File: src/rtl/assert_macros.svh
// Assertion macros shared by the RTL files.
`ifndef ASSERT_MACROS_SVH
`define ASSERT_MACROS_SVH
`ifndef NO_ASSERTIONS
`define CHK_IMPLY(label, clk, rst_n, a, c) \
	label: assert property (@(posedge clk) disable iff (!rst_n) (a) |-> (c)) \
		else $error("check failed");
`define CHK_NEXT(label, clk, rst_n, a, c) \
	label: assert property (@(posedge clk) disable iff (!rst_n) (a) |=> (c)) \
		else $error("check failed");
`else
`define CHK_IMPLY(label, clk, rst_n, a, c)
`define CHK_NEXT(label, clk, rst_n, a, c)
`endif
`endif

File: src/rtl/hbac_pkg.sv
// ----------------------------------------------------------------------------
// hbac_pkg
// Shared opcodes, status codes, sizes and controller/datapath interface types.
// ----------------------------------------------------------------------------
package hbac_pkg;
	// arena and table sizes
	localparam int ARENA_BYTES = 64;
	localparam int MAX_BLOCKS  = 16;

	localparam logic [2:0] OP_ALLOC   = 3'd0;
	localparam logic [2:0] OP_REALLOC = 3'd1;
	localparam logic [2:0] OP_FREE    = 3'd2;
	localparam logic [2:0] OP_DEFRAG  = 3'd3;
	localparam logic [2:0] OP_RESET   = 3'd4;
	localparam logic [2:0] OP_WRITE   = 3'd5;
	localparam logic [2:0] OP_READ    = 3'd6;

	localparam logic [2:0] ST_OK      = 3'd0;
	localparam logic [2:0] ST_NOSPACE = 3'd1;
	localparam logic [2:0] ST_UNKNOWN = 3'd2;
	localparam logic [2:0] ST_FULL    = 3'd3;
	localparam logic [2:0] ST_OFFSET  = 3'd4;

	// datapath command code
	typedef enum logic [3:0] {
		CMD_NONE,
		CMD_LATCH,     // capture input item, start table scan
		CMD_SCAN,      // one table entry per cycle
		CMD_COPY,      // copy one arena byte
		CMD_ZERO,      // zero one arena byte (free tail, clear)
		CMD_COMMIT,    // update table and result
		CMD_DF_PICK,   // scan for lowest id not yet moved
		CMD_DF_MOVE,   // move one byte of the chosen block
		CMD_SNAP,      // copy arena to scratch and clear it
		CMD_RDWR       // byte access
	} cmd_e_t;

	typedef struct packed {
		cmd_e_t cmd;
	} hbac_cmd_t;

	typedef struct packed {
		logic scan_done;
		logic copy_done;
		logic pick_found;
		logic pick_done;
		logic [2:0] op;
		logic fail;
	} hbac_stat_t;
endpackage

File: src/rtl/handle_bump_allocator_compacting.sv
// ----------------------------------------------------------------------------
// handle_bump_allocator_compacting
// Handle-keyed bump allocator over a byte arena with compaction.
// ----------------------------------------------------------------------------
// Usage: one request item enters on s_axis (opcode, handle, size, offset,
// data); exactly one result item leaves on m_axis. One item is in work at a
// time. Every item first scans the 16-entry table; alloc, failed requests
// and the unused opcode then finish, and the next item is taken only after
// its result has been loaded. Byte read and write then access one arena
// byte. Free zeroes the bytes of the block and reset zeroes the whole arena.
// Realloc copies the kept bytes, each read and then written, to the bump
// pointer and then zeroes the old block. Defragment snapshots the arena into
// scratch and clears it, then repeats a table pass for the lowest id not yet
// moved and moves that block down, and at last zeroes the tail.
// After reset the table is cleared at once and the arena is cleared with
// s_axis_tready low. A stalled receiver holds the result in the output
// register; a finished item then waits until the register frees.
`include "assert_macros.svh"
module handle_bump_allocator_compacting (
	input  logic clk,
	input  logic arst_n,
	input  logic s_axis_tvalid,
	output logic s_axis_tready,
	// opcode[2:0], handle_in[34:3], request_size[41:35], byte_offset[47:42],
	// write_byte[55:48]
	input  logic [55:0] s_axis_tdata,
	output logic m_axis_tvalid,
	input  logic m_axis_tready,
	// status[2:0], handle_out[34:3], block_address[40:35], block_size[47:41],
	// read_byte[55:48]
	output logic [55:0] m_axis_tdata
);
	import hbac_pkg::*;

	hbac_cmd_t cmd;
	hbac_stat_t stat;
	logic busy, result_load, in_go, out_free;
	logic [2:0] st;
	logic [31:0] ho;
	logic [5:0] ba;
	logic [6:0] bs;
	logic [7:0] rb;
	logic [55:0] out_q;
	logic ovalid_q;

	assign s_axis_tready = !busy;
	assign in_go = s_axis_tvalid && !busy;
	assign out_free = !ovalid_q || m_axis_tready;

	hbac_ctrl u_ctrl (
		.clk(clk), .arst_n(arst_n), .in_go(in_go), .out_free(out_free),
		.stat(stat), .cmd(cmd), .busy(busy), .result_load(result_load)
	);

	hbac_dp u_dp (
		.clk(clk), .arst_n(arst_n), .cmd(cmd),
		.opcode(s_axis_tdata[2:0]), .handle_in(s_axis_tdata[34:3]),
		.request_size(s_axis_tdata[41:35]), .byte_offset(s_axis_tdata[47:42]),
		.write_byte(s_axis_tdata[55:48]), .stat(stat),
		.status(st), .handle_out(ho), .block_address(ba), .block_size(bs),
		.read_byte(rb)
	);

	// output register
	always_ff @(posedge clk or negedge arst_n) begin
		if (!arst_n) begin
			ovalid_q <= 1'b0;
		end else begin
			if (result_load) ovalid_q <= 1'b1;
			else if (m_axis_tready) ovalid_q <= 1'b0;
		end
	end
	always_ff @(posedge clk) begin
		if (result_load) out_q <= {rb, bs, ba, ho, st};
	end

	assign m_axis_tvalid = ovalid_q;
	assign m_axis_tdata = out_q;

	`CHK_IMPLY(a_no_overwrite, clk, arst_n, ovalid_q && !m_axis_tready, !result_load)
	`CHK_IMPLY(a_ready_idle, clk, arst_n, s_axis_tready, !busy)
	`CHK_NEXT(a_load_valid, clk, arst_n, result_load, m_axis_tvalid)
endmodule

File: src/rtl/hbac_ctrl.sv
// ----------------------------------------------------------------------------
// hbac_ctrl
// Sequencer: drives the datapath through scan, copy, zero, snapshot, pick, move, byte access and commit phases.
// ----------------------------------------------------------------------------
`include "assert_macros.svh"
module hbac_ctrl (
	input  logic clk,
	input  logic arst_n,
	input  logic in_go,
	input  logic out_free,
	input  hbac_pkg::hbac_stat_t stat,
	output hbac_pkg::hbac_cmd_t cmd,
	output logic busy,
	output logic result_load
);
	import hbac_pkg::*;

	typedef enum logic [3:0] {
		S_IDLE, S_SCAN, S_COPY, S_ZERO, S_PICK, S_MOVE, S_DONE, S_CLR, S_SNAP, S_RDWR
	} state_t;

	state_t state_q;

	assign busy = (state_q != S_IDLE);

	// command decode
	always_comb begin
		cmd.cmd = CMD_NONE;
		result_load = 1'b0;
		case (state_q)
			S_IDLE: if (in_go) cmd.cmd = CMD_LATCH;
			S_SCAN: cmd.cmd = CMD_SCAN;
			S_COPY: cmd.cmd = CMD_COPY;
			S_ZERO: cmd.cmd = CMD_ZERO;
			S_CLR: cmd.cmd = CMD_ZERO;
			S_SNAP: cmd.cmd = CMD_SNAP;
			S_PICK: cmd.cmd = CMD_DF_PICK;
			S_MOVE: cmd.cmd = CMD_DF_MOVE;
			S_RDWR: cmd.cmd = CMD_RDWR;
			S_DONE: begin
				if (out_free) begin
					cmd.cmd = CMD_COMMIT;
					result_load = 1'b1;
				end
			end
			default: cmd.cmd = CMD_NONE;
		endcase
	end

	// state register; arena clearing pass right after reset
	always_ff @(posedge clk or negedge arst_n) begin
		if (!arst_n) begin
			state_q <= S_CLR;
		end else begin
			case (state_q)
				S_IDLE: if (in_go) begin
					state_q <= S_SCAN;
				end
				S_SCAN: if (stat.scan_done) begin
					if (stat.fail) state_q <= S_DONE;
					else if (stat.op == OP_REALLOC) state_q <= S_COPY;
					else if (stat.op == OP_FREE || stat.op == OP_RESET) state_q <= S_ZERO;
					else if (stat.op == OP_DEFRAG) state_q <= S_SNAP;
					else if (stat.op == OP_WRITE || stat.op == OP_READ) state_q <= S_RDWR;
					else state_q <= S_DONE;
				end
				S_COPY: if (stat.copy_done) begin
					state_q <= S_ZERO;
				end
				S_ZERO: if (stat.copy_done) begin
					state_q <= S_DONE;
				end
				S_CLR: if (stat.copy_done) begin
					state_q <= S_IDLE;
				end
				S_SNAP: if (stat.copy_done) begin
					state_q <= S_PICK;
				end
				S_RDWR: if (stat.copy_done) begin
					state_q <= S_DONE;
				end
				S_PICK: if (stat.pick_done) begin
					if (stat.pick_found) state_q <= S_MOVE;
					else state_q <= S_ZERO;
				end
				S_MOVE: if (stat.copy_done) begin
					state_q <= S_PICK;
				end
				S_DONE: if (out_free) begin
					state_q <= S_IDLE;
				end
				default: state_q <= S_IDLE;
			endcase
		end
	end

	`CHK_IMPLY(a_go_idle, clk, arst_n, cmd.cmd == CMD_LATCH, state_q == S_IDLE)
	`CHK_NEXT(a_latch_scan, clk, arst_n, cmd.cmd == CMD_LATCH, state_q == S_SCAN)
	`CHK_IMPLY(a_load_done, clk, arst_n, result_load, state_q == S_DONE && out_free)
endmodule

File: src/rtl/hbac_dp.sv
// ----------------------------------------------------------------------------
// hbac_dp
// Datapath: arena memory, block table, scan and byte move engines.
// ----------------------------------------------------------------------------
`include "assert_macros.svh"
module hbac_dp (
	input  logic clk,
	input  logic arst_n,
	input  hbac_pkg::hbac_cmd_t cmd,
	input  logic [2:0]  opcode,
	input  logic [31:0] handle_in,
	input  logic [6:0]  request_size,
	input  logic [5:0]  byte_offset,
	input  logic [7:0]  write_byte,
	output hbac_pkg::hbac_stat_t stat,
	output logic [2:0]  status,
	output logic [31:0] handle_out,
	output logic [5:0]  block_address,
	output logic [6:0]  block_size,
	output logic [7:0]  read_byte
);
	import hbac_pkg::*;

	localparam int AW = $clog2(ARENA_BYTES);
	localparam int EW = (MAX_BLOCKS > 2) ? $clog2(MAX_BLOCKS) : 1;
	localparam int PW = AW + 1;
	localparam logic [PW-1:0] ARENA_N = PW'(ARENA_BYTES);

	// arena memory, registered read
	logic [7:0] arena_q [ARENA_BYTES];
	logic       mem_we;
	logic [AW-1:0] mem_wa, mem_ra;
	logic [7:0] mem_wd, mem_rd_q;

	always_ff @(posedge clk) begin
		if (mem_we) arena_q[mem_wa] <= mem_wd;
		mem_rd_q <= arena_q[mem_ra];
	end

	// block table
	logic [31:0] ent_id_q   [MAX_BLOCKS];
	logic [PW-1:0] ent_off_q [MAX_BLOCKS];
	logic [6:0]  ent_size_q [MAX_BLOCKS];
	logic [MAX_BLOCKS-1:0] ent_valid_q, done_q;
	logic [PW-1:0] bump_q;
	logic [31:0] next_id_q;

	// latched item
	logic [2:0]  op_q;
	logic [31:0] h_q;
	logic [6:0]  sz_q;
	logic [5:0]  boff_q;
	logic [7:0]  wb_q;

	// scan state
	logic [EW:0] idx_q;
	logic        hit_q, fr_q, nosp_q;
	logic [EW-1:0] hit_e_q, fr_e_q, best_q;
	logic        best_ok_q;
	logic [PW-1:0] cnt_q, pos_q, zero_hi_q;
	logic        rd_pend_q;
	logic        fail_q;
	logic [2:0]  st_q;
	logic [7:0]  rd_q;

	logic [EW-1:0] ix;
	logic [PW-1:0] src_a, dst_a, copy_n, eoff, acc;
	logic [6:0] esz, copy_len;
	logic       dec_fail;
	logic [2:0] dec_st;

	assign ix   = idx_q[EW-1:0];
	assign eoff = ent_off_q[hit_e_q];
	assign esz  = ent_size_q[hit_e_q];
	assign copy_len = (esz < sz_q) ? esz : sz_q;
	assign acc  = eoff + PW'(boff_q);

	// defragment scratch copy of the arena, registered read
	logic [7:0] scratch_q [ARENA_BYTES];
	logic [7:0] scr_rd_q;

	always_ff @(posedge clk) begin
		if (cmd.cmd == CMD_SNAP && rd_pend_q) scratch_q[cnt_q[AW-1:0]] <= mem_rd_q;
		scr_rd_q <= scratch_q[src_a[AW-1:0]];
	end

	// move engine addresses
	always_comb begin
		src_a = '0;
		dst_a = '0;
		copy_n = '0;
		case (cmd.cmd)
			CMD_COPY: begin
				src_a = eoff + cnt_q;
				dst_a = bump_q + cnt_q;
				copy_n = PW'(copy_len);
			end
			CMD_DF_MOVE: begin
				src_a = ent_off_q[best_q] + cnt_q;
				dst_a = pos_q + cnt_q;
				copy_n = PW'(ent_size_q[best_q]);
			end
			CMD_SNAP: begin
				src_a = cnt_q;
				dst_a = cnt_q;
				copy_n = ARENA_N;
			end
			default: ;
		endcase
	end

	// memory port control; copy, move and snapshot take a read phase then a write phase per byte
	always_comb begin
		mem_we = 1'b0;
		mem_wa = dst_a[AW-1:0];
		mem_wd = mem_rd_q;
		mem_ra = src_a[AW-1:0];
		case (cmd.cmd)
			CMD_COPY: begin
				mem_we = rd_pend_q && cnt_q < copy_n && src_a < ARENA_N && dst_a < ARENA_N;
			end
			CMD_DF_MOVE: begin
				mem_we = rd_pend_q && cnt_q < copy_n && src_a < ARENA_N && dst_a < ARENA_N;
				mem_wd = scr_rd_q;
			end
			CMD_SNAP: begin
				mem_we = rd_pend_q && cnt_q < copy_n;
				mem_wd = 8'd0;
			end
			CMD_ZERO: begin
				mem_we = cnt_q < zero_hi_q && cnt_q < ARENA_N;
				mem_wa = cnt_q[AW-1:0];
				mem_wd = 8'd0;
			end
			CMD_RDWR: begin
				mem_ra = acc[AW-1:0];
				mem_wa = acc[AW-1:0];
				mem_wd = wb_q;
				mem_we = (op_q == OP_WRITE) && !rd_pend_q;
			end
			default: ;
		endcase
	end

	// outcome of the table scan
	always_comb begin
		dec_fail = 1'b0;
		dec_st = ST_OK;
		case (op_q)
			OP_ALLOC: begin
				if (nosp_q) begin dec_fail = 1'b1; dec_st = ST_NOSPACE; end
				else if (!fr_q) begin dec_fail = 1'b1; dec_st = ST_FULL; end
			end
			OP_REALLOC: begin
				if (nosp_q) begin dec_fail = 1'b1; dec_st = ST_NOSPACE; end
				else if (!hit_q) begin dec_fail = 1'b1; dec_st = ST_UNKNOWN; end
				else if (!fr_q) begin dec_fail = 1'b1; dec_st = ST_FULL; end
			end
			OP_FREE: begin
				if (!hit_q) begin dec_fail = 1'b1; dec_st = ST_UNKNOWN; end
			end
			OP_WRITE, OP_READ: begin
				if (!hit_q) begin dec_fail = 1'b1; dec_st = ST_UNKNOWN; end
				else if (PW'(boff_q) >= PW'(esz) || acc >= ARENA_N) begin
					dec_fail = 1'b1; dec_st = ST_OFFSET;
				end
			end
			default: ;
		endcase
	end

	// status to controller
	always_comb begin
		stat.op = op_q;
		stat.fail = dec_fail;
		stat.scan_done = (idx_q == (EW+1)'(MAX_BLOCKS));
		stat.copy_done = 1'b0;
		case (cmd.cmd)
			CMD_COPY, CMD_DF_MOVE, CMD_SNAP:
				stat.copy_done = rd_pend_q && (cnt_q + 1'b1 >= copy_n);
			CMD_ZERO: stat.copy_done = (cnt_q + 1'b1 >= zero_hi_q) || (cnt_q + 1'b1 >= ARENA_N);
			CMD_RDWR: stat.copy_done = rd_pend_q;
			default: ;
		endcase
		if ((cmd.cmd == CMD_COPY || cmd.cmd == CMD_DF_MOVE) && copy_n == '0)
			stat.copy_done = 1'b1;
		stat.pick_done = (idx_q == (EW+1)'(MAX_BLOCKS));
		stat.pick_found = best_ok_q;
	end

	// datapath registers
	always_ff @(posedge clk or negedge arst_n) begin
		if (!arst_n) begin
			ent_valid_q <= '0;
			done_q <= '0;
			bump_q <= '0;
			next_id_q <= 32'd1;
			idx_q <= '0;
			rd_pend_q <= 1'b0;
			cnt_q <= '0;
			zero_hi_q <= ARENA_N;
			op_q <= '0;
			h_q <= '0;
			sz_q <= '0;
			boff_q <= '0;
			wb_q <= '0;
			hit_q <= 1'b0;
			fr_q <= 1'b0;
			nosp_q <= 1'b0;
			hit_e_q <= '0;
			fr_e_q <= '0;
			best_q <= '0;
			best_ok_q <= 1'b0;
			pos_q <= '0;
			fail_q <= 1'b0;
			st_q <= ST_OK;
			rd_q <= '0;
			for (int i = 0; i < MAX_BLOCKS; i++) begin
				ent_id_q[i] <= '0;
				ent_off_q[i] <= '0;
				ent_size_q[i] <= '0;
			end
		end else begin
			case (cmd.cmd)
				CMD_LATCH: begin
					op_q <= opcode;
					h_q <= handle_in;
					sz_q <= request_size;
					boff_q <= byte_offset;
					wb_q <= write_byte;
					idx_q <= '0;
					hit_q <= 1'b0;
					fr_q <= 1'b0;
					hit_e_q <= '0;
					fr_e_q <= '0;
					nosp_q <= ({1'b0, bump_q} + {1'b0, PW'(request_size)}) >= {1'b0, ARENA_N};
					fail_q <= 1'b0;
					st_q <= ST_OK;
					rd_q <= '0;
					cnt_q <= '0;
					rd_pend_q <= 1'b0;
					pos_q <= '0;
					done_q <= '0;
					zero_hi_q <= '0;
					best_ok_q <= 1'b0;
				end
				CMD_SCAN: begin
					if (!stat.scan_done) begin
						idx_q <= idx_q + 1'b1;
						if (!hit_q && ent_valid_q[ix] && ent_id_q[ix] == h_q) begin
							hit_q <= 1'b1;
							hit_e_q <= ix;
						end
						if (!fr_q && !ent_valid_q[ix]) begin
							fr_q <= 1'b1;
							fr_e_q <= ix;
						end
					end else begin
						// decide outcome
						idx_q <= '0;
						cnt_q <= '0;
						fail_q <= dec_fail;
						st_q <= dec_st;
						case (op_q)
							OP_REALLOC: begin
								zero_hi_q <= eoff + PW'(esz);
							end
							OP_FREE: begin
								zero_hi_q <= eoff + PW'(esz);
								cnt_q <= eoff;
							end
							OP_RESET: begin
								zero_hi_q <= ARENA_N;
								ent_valid_q <= '0;
								bump_q <= '0;
								for (int i = 0; i < MAX_BLOCKS; i++) begin
									ent_id_q[i] <= '0;
									ent_off_q[i] <= '0;
									ent_size_q[i] <= '0;
								end
							end
							default: ;
						endcase
					end
				end
				CMD_COPY, CMD_DF_MOVE, CMD_SNAP: begin
					if (copy_n == '0) begin
						cnt_q <= '0;
					end else if (!rd_pend_q) begin
						rd_pend_q <= 1'b1;
					end else begin
						rd_pend_q <= 1'b0;
						cnt_q <= cnt_q + 1'b1;
						if (cnt_q + 1'b1 >= copy_n) cnt_q <= '0;
					end
					if (cmd.cmd == CMD_DF_MOVE && stat.copy_done) begin
						ent_off_q[best_q] <= pos_q;
						pos_q <= pos_q + PW'(ent_size_q[best_q]);
						done_q[best_q] <= 1'b1;
					end
					if (cmd.cmd == CMD_COPY && stat.copy_done) cnt_q <= eoff;
				end
				CMD_ZERO: begin
					cnt_q <= cnt_q + 1'b1;
				end
				CMD_RDWR: begin
					if (!rd_pend_q) begin
						rd_pend_q <= 1'b1;
					end else begin
						rd_pend_q <= 1'b0;
						rd_q <= mem_rd_q;
					end
				end
				CMD_DF_PICK: begin
					if (!stat.pick_done) begin
						idx_q <= idx_q + 1'b1;
						if (ent_valid_q[ix] && !done_q[ix] &&
						    (!best_ok_q || ent_id_q[ix] < ent_id_q[best_q])) begin
							best_ok_q <= 1'b1;
							best_q <= ix;
						end
					end else begin
						idx_q <= '0;
						cnt_q <= '0;
						rd_pend_q <= 1'b0;
						if (!best_ok_q) begin
							// all placed: zero the tail
							bump_q <= pos_q;
							cnt_q <= pos_q;
							zero_hi_q <= ARENA_N;
						end else begin
							best_ok_q <= 1'b0;
						end
					end
				end
				CMD_COMMIT: begin
					if (!fail_q) begin
						case (op_q)
							OP_ALLOC, OP_REALLOC: begin
								ent_valid_q[fr_e_q] <= 1'b1;
								ent_id_q[fr_e_q] <= next_id_q;
								ent_off_q[fr_e_q] <= bump_q;
								ent_size_q[fr_e_q] <= sz_q;
								bump_q <= bump_q + PW'(sz_q);
								next_id_q <= (next_id_q == '1) ? 32'd1 : next_id_q + 1'b1;
								if (op_q == OP_REALLOC) begin
									ent_valid_q[hit_e_q] <= 1'b0;
									ent_id_q[hit_e_q] <= '0;
									ent_off_q[hit_e_q] <= '0;
									ent_size_q[hit_e_q] <= '0;
								end
							end
							OP_FREE: begin
								ent_valid_q[hit_e_q] <= 1'b0;
								ent_id_q[hit_e_q] <= '0;
								ent_off_q[hit_e_q] <= '0;
								ent_size_q[hit_e_q] <= '0;
							end
							default: ;
						endcase
					end
				end
				default: ;
			endcase
		end
	end

	// result fields
	always_comb begin
		status = st_q;
		handle_out = '0;
		block_address = '0;
		block_size = '0;
		read_byte = '0;
		if (!fail_q && (op_q == OP_ALLOC || op_q == OP_REALLOC)) begin
			handle_out = next_id_q;
			block_address = 6'(bump_q);
			block_size = sz_q;
		end
		if (!fail_q && op_q == OP_READ) read_byte = rd_q;
	end

	`CHK_IMPLY(a_ptr_range, clk, arst_n, 1'b1, bump_q < ARENA_N)
	`CHK_IMPLY(a_id_nonzero, clk, arst_n, 1'b1, next_id_q != 32'd0)
	`CHK_NEXT(a_reset_clears, clk, arst_n, cmd.cmd == CMD_SCAN && stat.scan_done && op_q == OP_RESET, ent_valid_q == '0)
endmodule
File: config.mk
export PLATFORM = sky130hd
export DESIGN_NAME = handle_bump_allocator_compacting
export DESIGN_NICKNAME = d
export VERILOG_FILES = /design/src/rtl/hbac_pkg.sv /design/src/rtl/handle_bump_allocator_compacting.sv /design/src/rtl/hbac_ctrl.sv /design/src/rtl/hbac_dp.sv
export VERILOG_INCLUDE_DIRS = /design/src /design/src/rtl
export SDC_FILE = /design/constraint.sdc
export NUM_CORES = 2
export LEC_CHECK = 0
export BUFFER_PORTS_ARGS = -buffer_cell sky130_fd_sc_hd__buf_2
export CAP_MARGIN = 30
export CORE_MARGIN = 8
export CORE_UTILIZATION = 40
export CTS_CLUSTER_SIZE = 40
export DETAILED_ROUTE_END_ITERATION = 10
export PLACE_DENSITY_LB_ADDON = 0.2
export SYNTH_ARGS = -nofsm -noshare
export SYNTH_HDL_FRONTEND = slang
export SYNTH_SLANG_ARGS = --single-unit
File: constraint.sdc
create_clock -name clk -period 6 [get_ports clk]
set_clock_uncertainty 0.05 [all_clocks]
set_input_delay 1.2 -clock clk [delete_from_list [all_inputs] [get_ports clk]]
set_output_delay 1.2 -clock clk [all_outputs]
set_load 0.005 [all_outputs]
==> results.md <==
- Die extent in x: 506 um
- CTS tree: done
- Wirelength, routed: 330 mm
- Share of layout cells above drive strength 1: 0.193
- Min Clock Period, post-route: 5.82 ns
- Clock root cell: clkbuf_16
- Gpl congestion: 0.901
- Top post-synthesis cells by area: edfxtp_1 (34%), dfrtp_1 (24%), mux4_2 (11%)
- Max frequency: 172 MHz
- Async set-reset flop share out of synthesis: 0.457
- Overall power: 50.8 mW
- Worst r2r src: u_dp.hit_e_q[0]
- Antenna Nets Post-Route: 0
- Final worst-path cycle share: 0.970
- Post-synth top flop: edfxtp_1
- Worst setup SP type: flip-flop
- Post-synthesis register bit count: 2019
- R2R setup slack: 0.18 ns
- CTS H-tree depth: 4
- DR WL/cell: 29.8 um
- Post-synth EDFFs: 1080
- Grt ovf: 0
- Total of max-cap violations: 0
- Type of the worst setup path: reg -> reg
- VDD IR max: 0.408 mV
- Via density: 6.25
- Slew headroom: 0.268
- Core Region: 240000 sq um
- Final Util: 0.458
- Area share of the largest cell type after synthesis: 0.338
- Placed Cells: 10600
- Net count after synthesis: 7793
- Die H: 506 um
- Setup TNS: 0 ns
- DIE AREA: 256000 sq um
- TritonCTS Buffers: 216
- Area delta synth->final: 14.2%
- First-pass GRT wire length: 481 mm
- Synth area leader: edfxtp_1
- Seq/Total Area, Yosys: 0.582
- Synth cell types: 84
- Initial DRC Count: 8264
- Leakage: 42.2 nW
- Crit path DAT: 6.51 ns
- Non-filler cells, final: 11100
- Crit-path max FO: 25
- Path depth of the worst reg2reg path: 26
- Site Rows: 180
- IO Port Bufs: 117
- Post-synth top cells: nand2_1 (1274), edfxtp_1 (1080), dfrtp_1 (918)
- Routed via count: 69100
- DRC: 0
- Initial antenna violation count: 14
- # setup viols final: 0
- GRT Total Usage: 0.250
- CP required: 6.69 ns
- Largest net degree at the start of global routing: 150
- Pwr dens: 463 nW/um^2
- Reg-to-Reg End: u_dp.ent_off_q[14]
- Count leader, synth: nand2_1
- Clock sink count: 2019
- Post-Synthesis Cells: 7608
- Syn Area/Cell: 12.6 sq um
- Worst-Margin Slew: 1.08 ns
- Synthesis warning total: 0
- Clock slew at reported path FFs: 0.06 ns
- Final Slew Violations: 0
- Dpl hpwl: 201 mm
- DR pass1 iterations: 6
- Clock latency on the worst-skew pair: 0.90 ns
- Status: completed
- Final Hold Fails: 0
- Crit. End Element: flip-flop
- Area after DPL: 102000 sq um
- Worst min path class: in -> async
- Design Area, Final: 110000 sq um
- Vias in the first global route: 68600
- Initial Util: 0.401
- Max Root-Sink Buffers: 3
- IO Count: 118
- Nets: 7865
- Mapped cell area: 96000 sq um
==> state kept, by name, summed over array words and instances (netlist names), 8 cells and up <==
name,count
u_dp.ent_valid_q,16
u_dp.ent_off_q,112
u_dp.next_id_q,32
u_dp.ent_size_q,112
m_axis_tdata,56
u_dp.scr_rd_q,8
u_dp.arena_q,512
u_dp.scratch_q,512
u_dp.mem_rd_q,8
u_dp.h_q,32
u_dp.wb_q,8
u_dp.done_q,16
u_dp.ent_id_q,512
u_dp.rd_q,8
==> cell type report <==
cell class              count  area (sq um)
multi-input cells        4792         37400
repair buffers            551          4670
clock buffers             299          6030
well taps                3185          3990
flip-flops and latches   2019         55900
inverters                 100           389
fillers                 21500        130000
clock inverters           107          1250
diodes                      2          5.00
==> timing repair <==
item                                   4_1_cts  5_1_grt
endpoints found under the hold margin        0        0
setup endpoints to repair                  292      627
gates cloned                                 0        0
buffers inserted                             0       10
gates resized for setup                     35       29
pin swaps                                    0        5
hold buffers                                 0        0
==> power breakdown <==
group / leakage, nW / switching (mW) / internal, mW
combinational: 16.0 / 12.5 / 5.98
sequential: 22.6 / 1.42 / 17.2
clock: 3.55 / 5.90 / 7.76
==> cell families after synthesis <==
family,share of synthesized area
compound gates,0.149
xor+xnor,0.00848
fa+ha+maj,0.0168
buf+inv,0.0328
flops,0.582
mux,0.110
simple gates,0.101
==> critical path: stages, from the launching register on <==
cell and delay (ns):
dfrtp_4 0.51, buf_12 0.15, buf_4 0.12, mux4_2 0.42
a22oi_2 0.21, nand2_2 0.12, ha_1 0.31, a211oi_1 0.25
nand2_1 0.10, or2_2 0.33, o21ai_4 0.17, buf_6 0.15
o21ai_0 0.07, a22oi_1 0.25, buf_4 0.16, ha_1 0.21
o21ai_0 0.08, nand2b_1 0.07, a21oi_1 0.15, o21ai_0 0.17
a311oi_1 0.40, a21boi_2 0.38, nor2_4 0.08, buf_12 0.17
buf_12 0.18, buf_4 0.17, a22o_1 0.20
==> through the flow <==
step	hold WS, ns	worst slack, ns
detailed placement	0.418	-0.119
global route	0.385	-0.0167
floorplan	0.375	0.323
global placement	0.408	-0.167
CTS	0.344	-0.108
finish	0.350	0.178
==> cells in the final DEF (no fill, tap or decap), types with 119 or more instances in the layout <==
cell type | netlist | routed
nor2_1 | 260 | 219
a22o_1 | 753 | 752
o21ai_0 | 207 | 205
a211oi_1 | 189 | 188
nand2_1 | 1274 | 1255
and2_1 | 161 | 157
dfrtp_1 | 918 | 908
buf_2 | 65 | 119
clkbuf_16 | 0 | 216
edfxtp_1 | 1080 | 1080
mux4_2 | 454 | 454
nand3_1 | 242 | 242
a22oi_1 | 146 | 143
a311oi_1 | 161 | 161
buf_4 | 16 | 363
a21oi_1 | 152 | 146
==> metal layers <==
layer,track usage,vias up,part of all wire
met3,0.0487,777,0.084
met1,0.334,35600,0.40
met5,0,-,0.00012
met2,0.402,3550,0.47
met4,0.104,6,0.048
li1,-,29200,-
==> how the worst max path moves through the flow <==
stage,startpoint,to,cells past startpoint
2_1_floorplan,u_dp.best_q[0],u_dp.arena_q[42][0],21
3_3_place_gp,u_dp.hit_e_q[0],u_dp.arena_q[12][1],25
3_5_place_dp,u_dp.hit_e_q[0],u_dp.arena_q[52][3],25
4_1_cts,u_dp.hit_e_q[0],u_dp.arena_q[46][0],25
5_1_grt,u_dp.hit_e_q[0],u_dp.ent_off_q[0],26
6_report,u_dp.hit_e_q[0],u_dp.ent_off_q[14],26
Note: power is estimated with default switching activity, not from simulation.
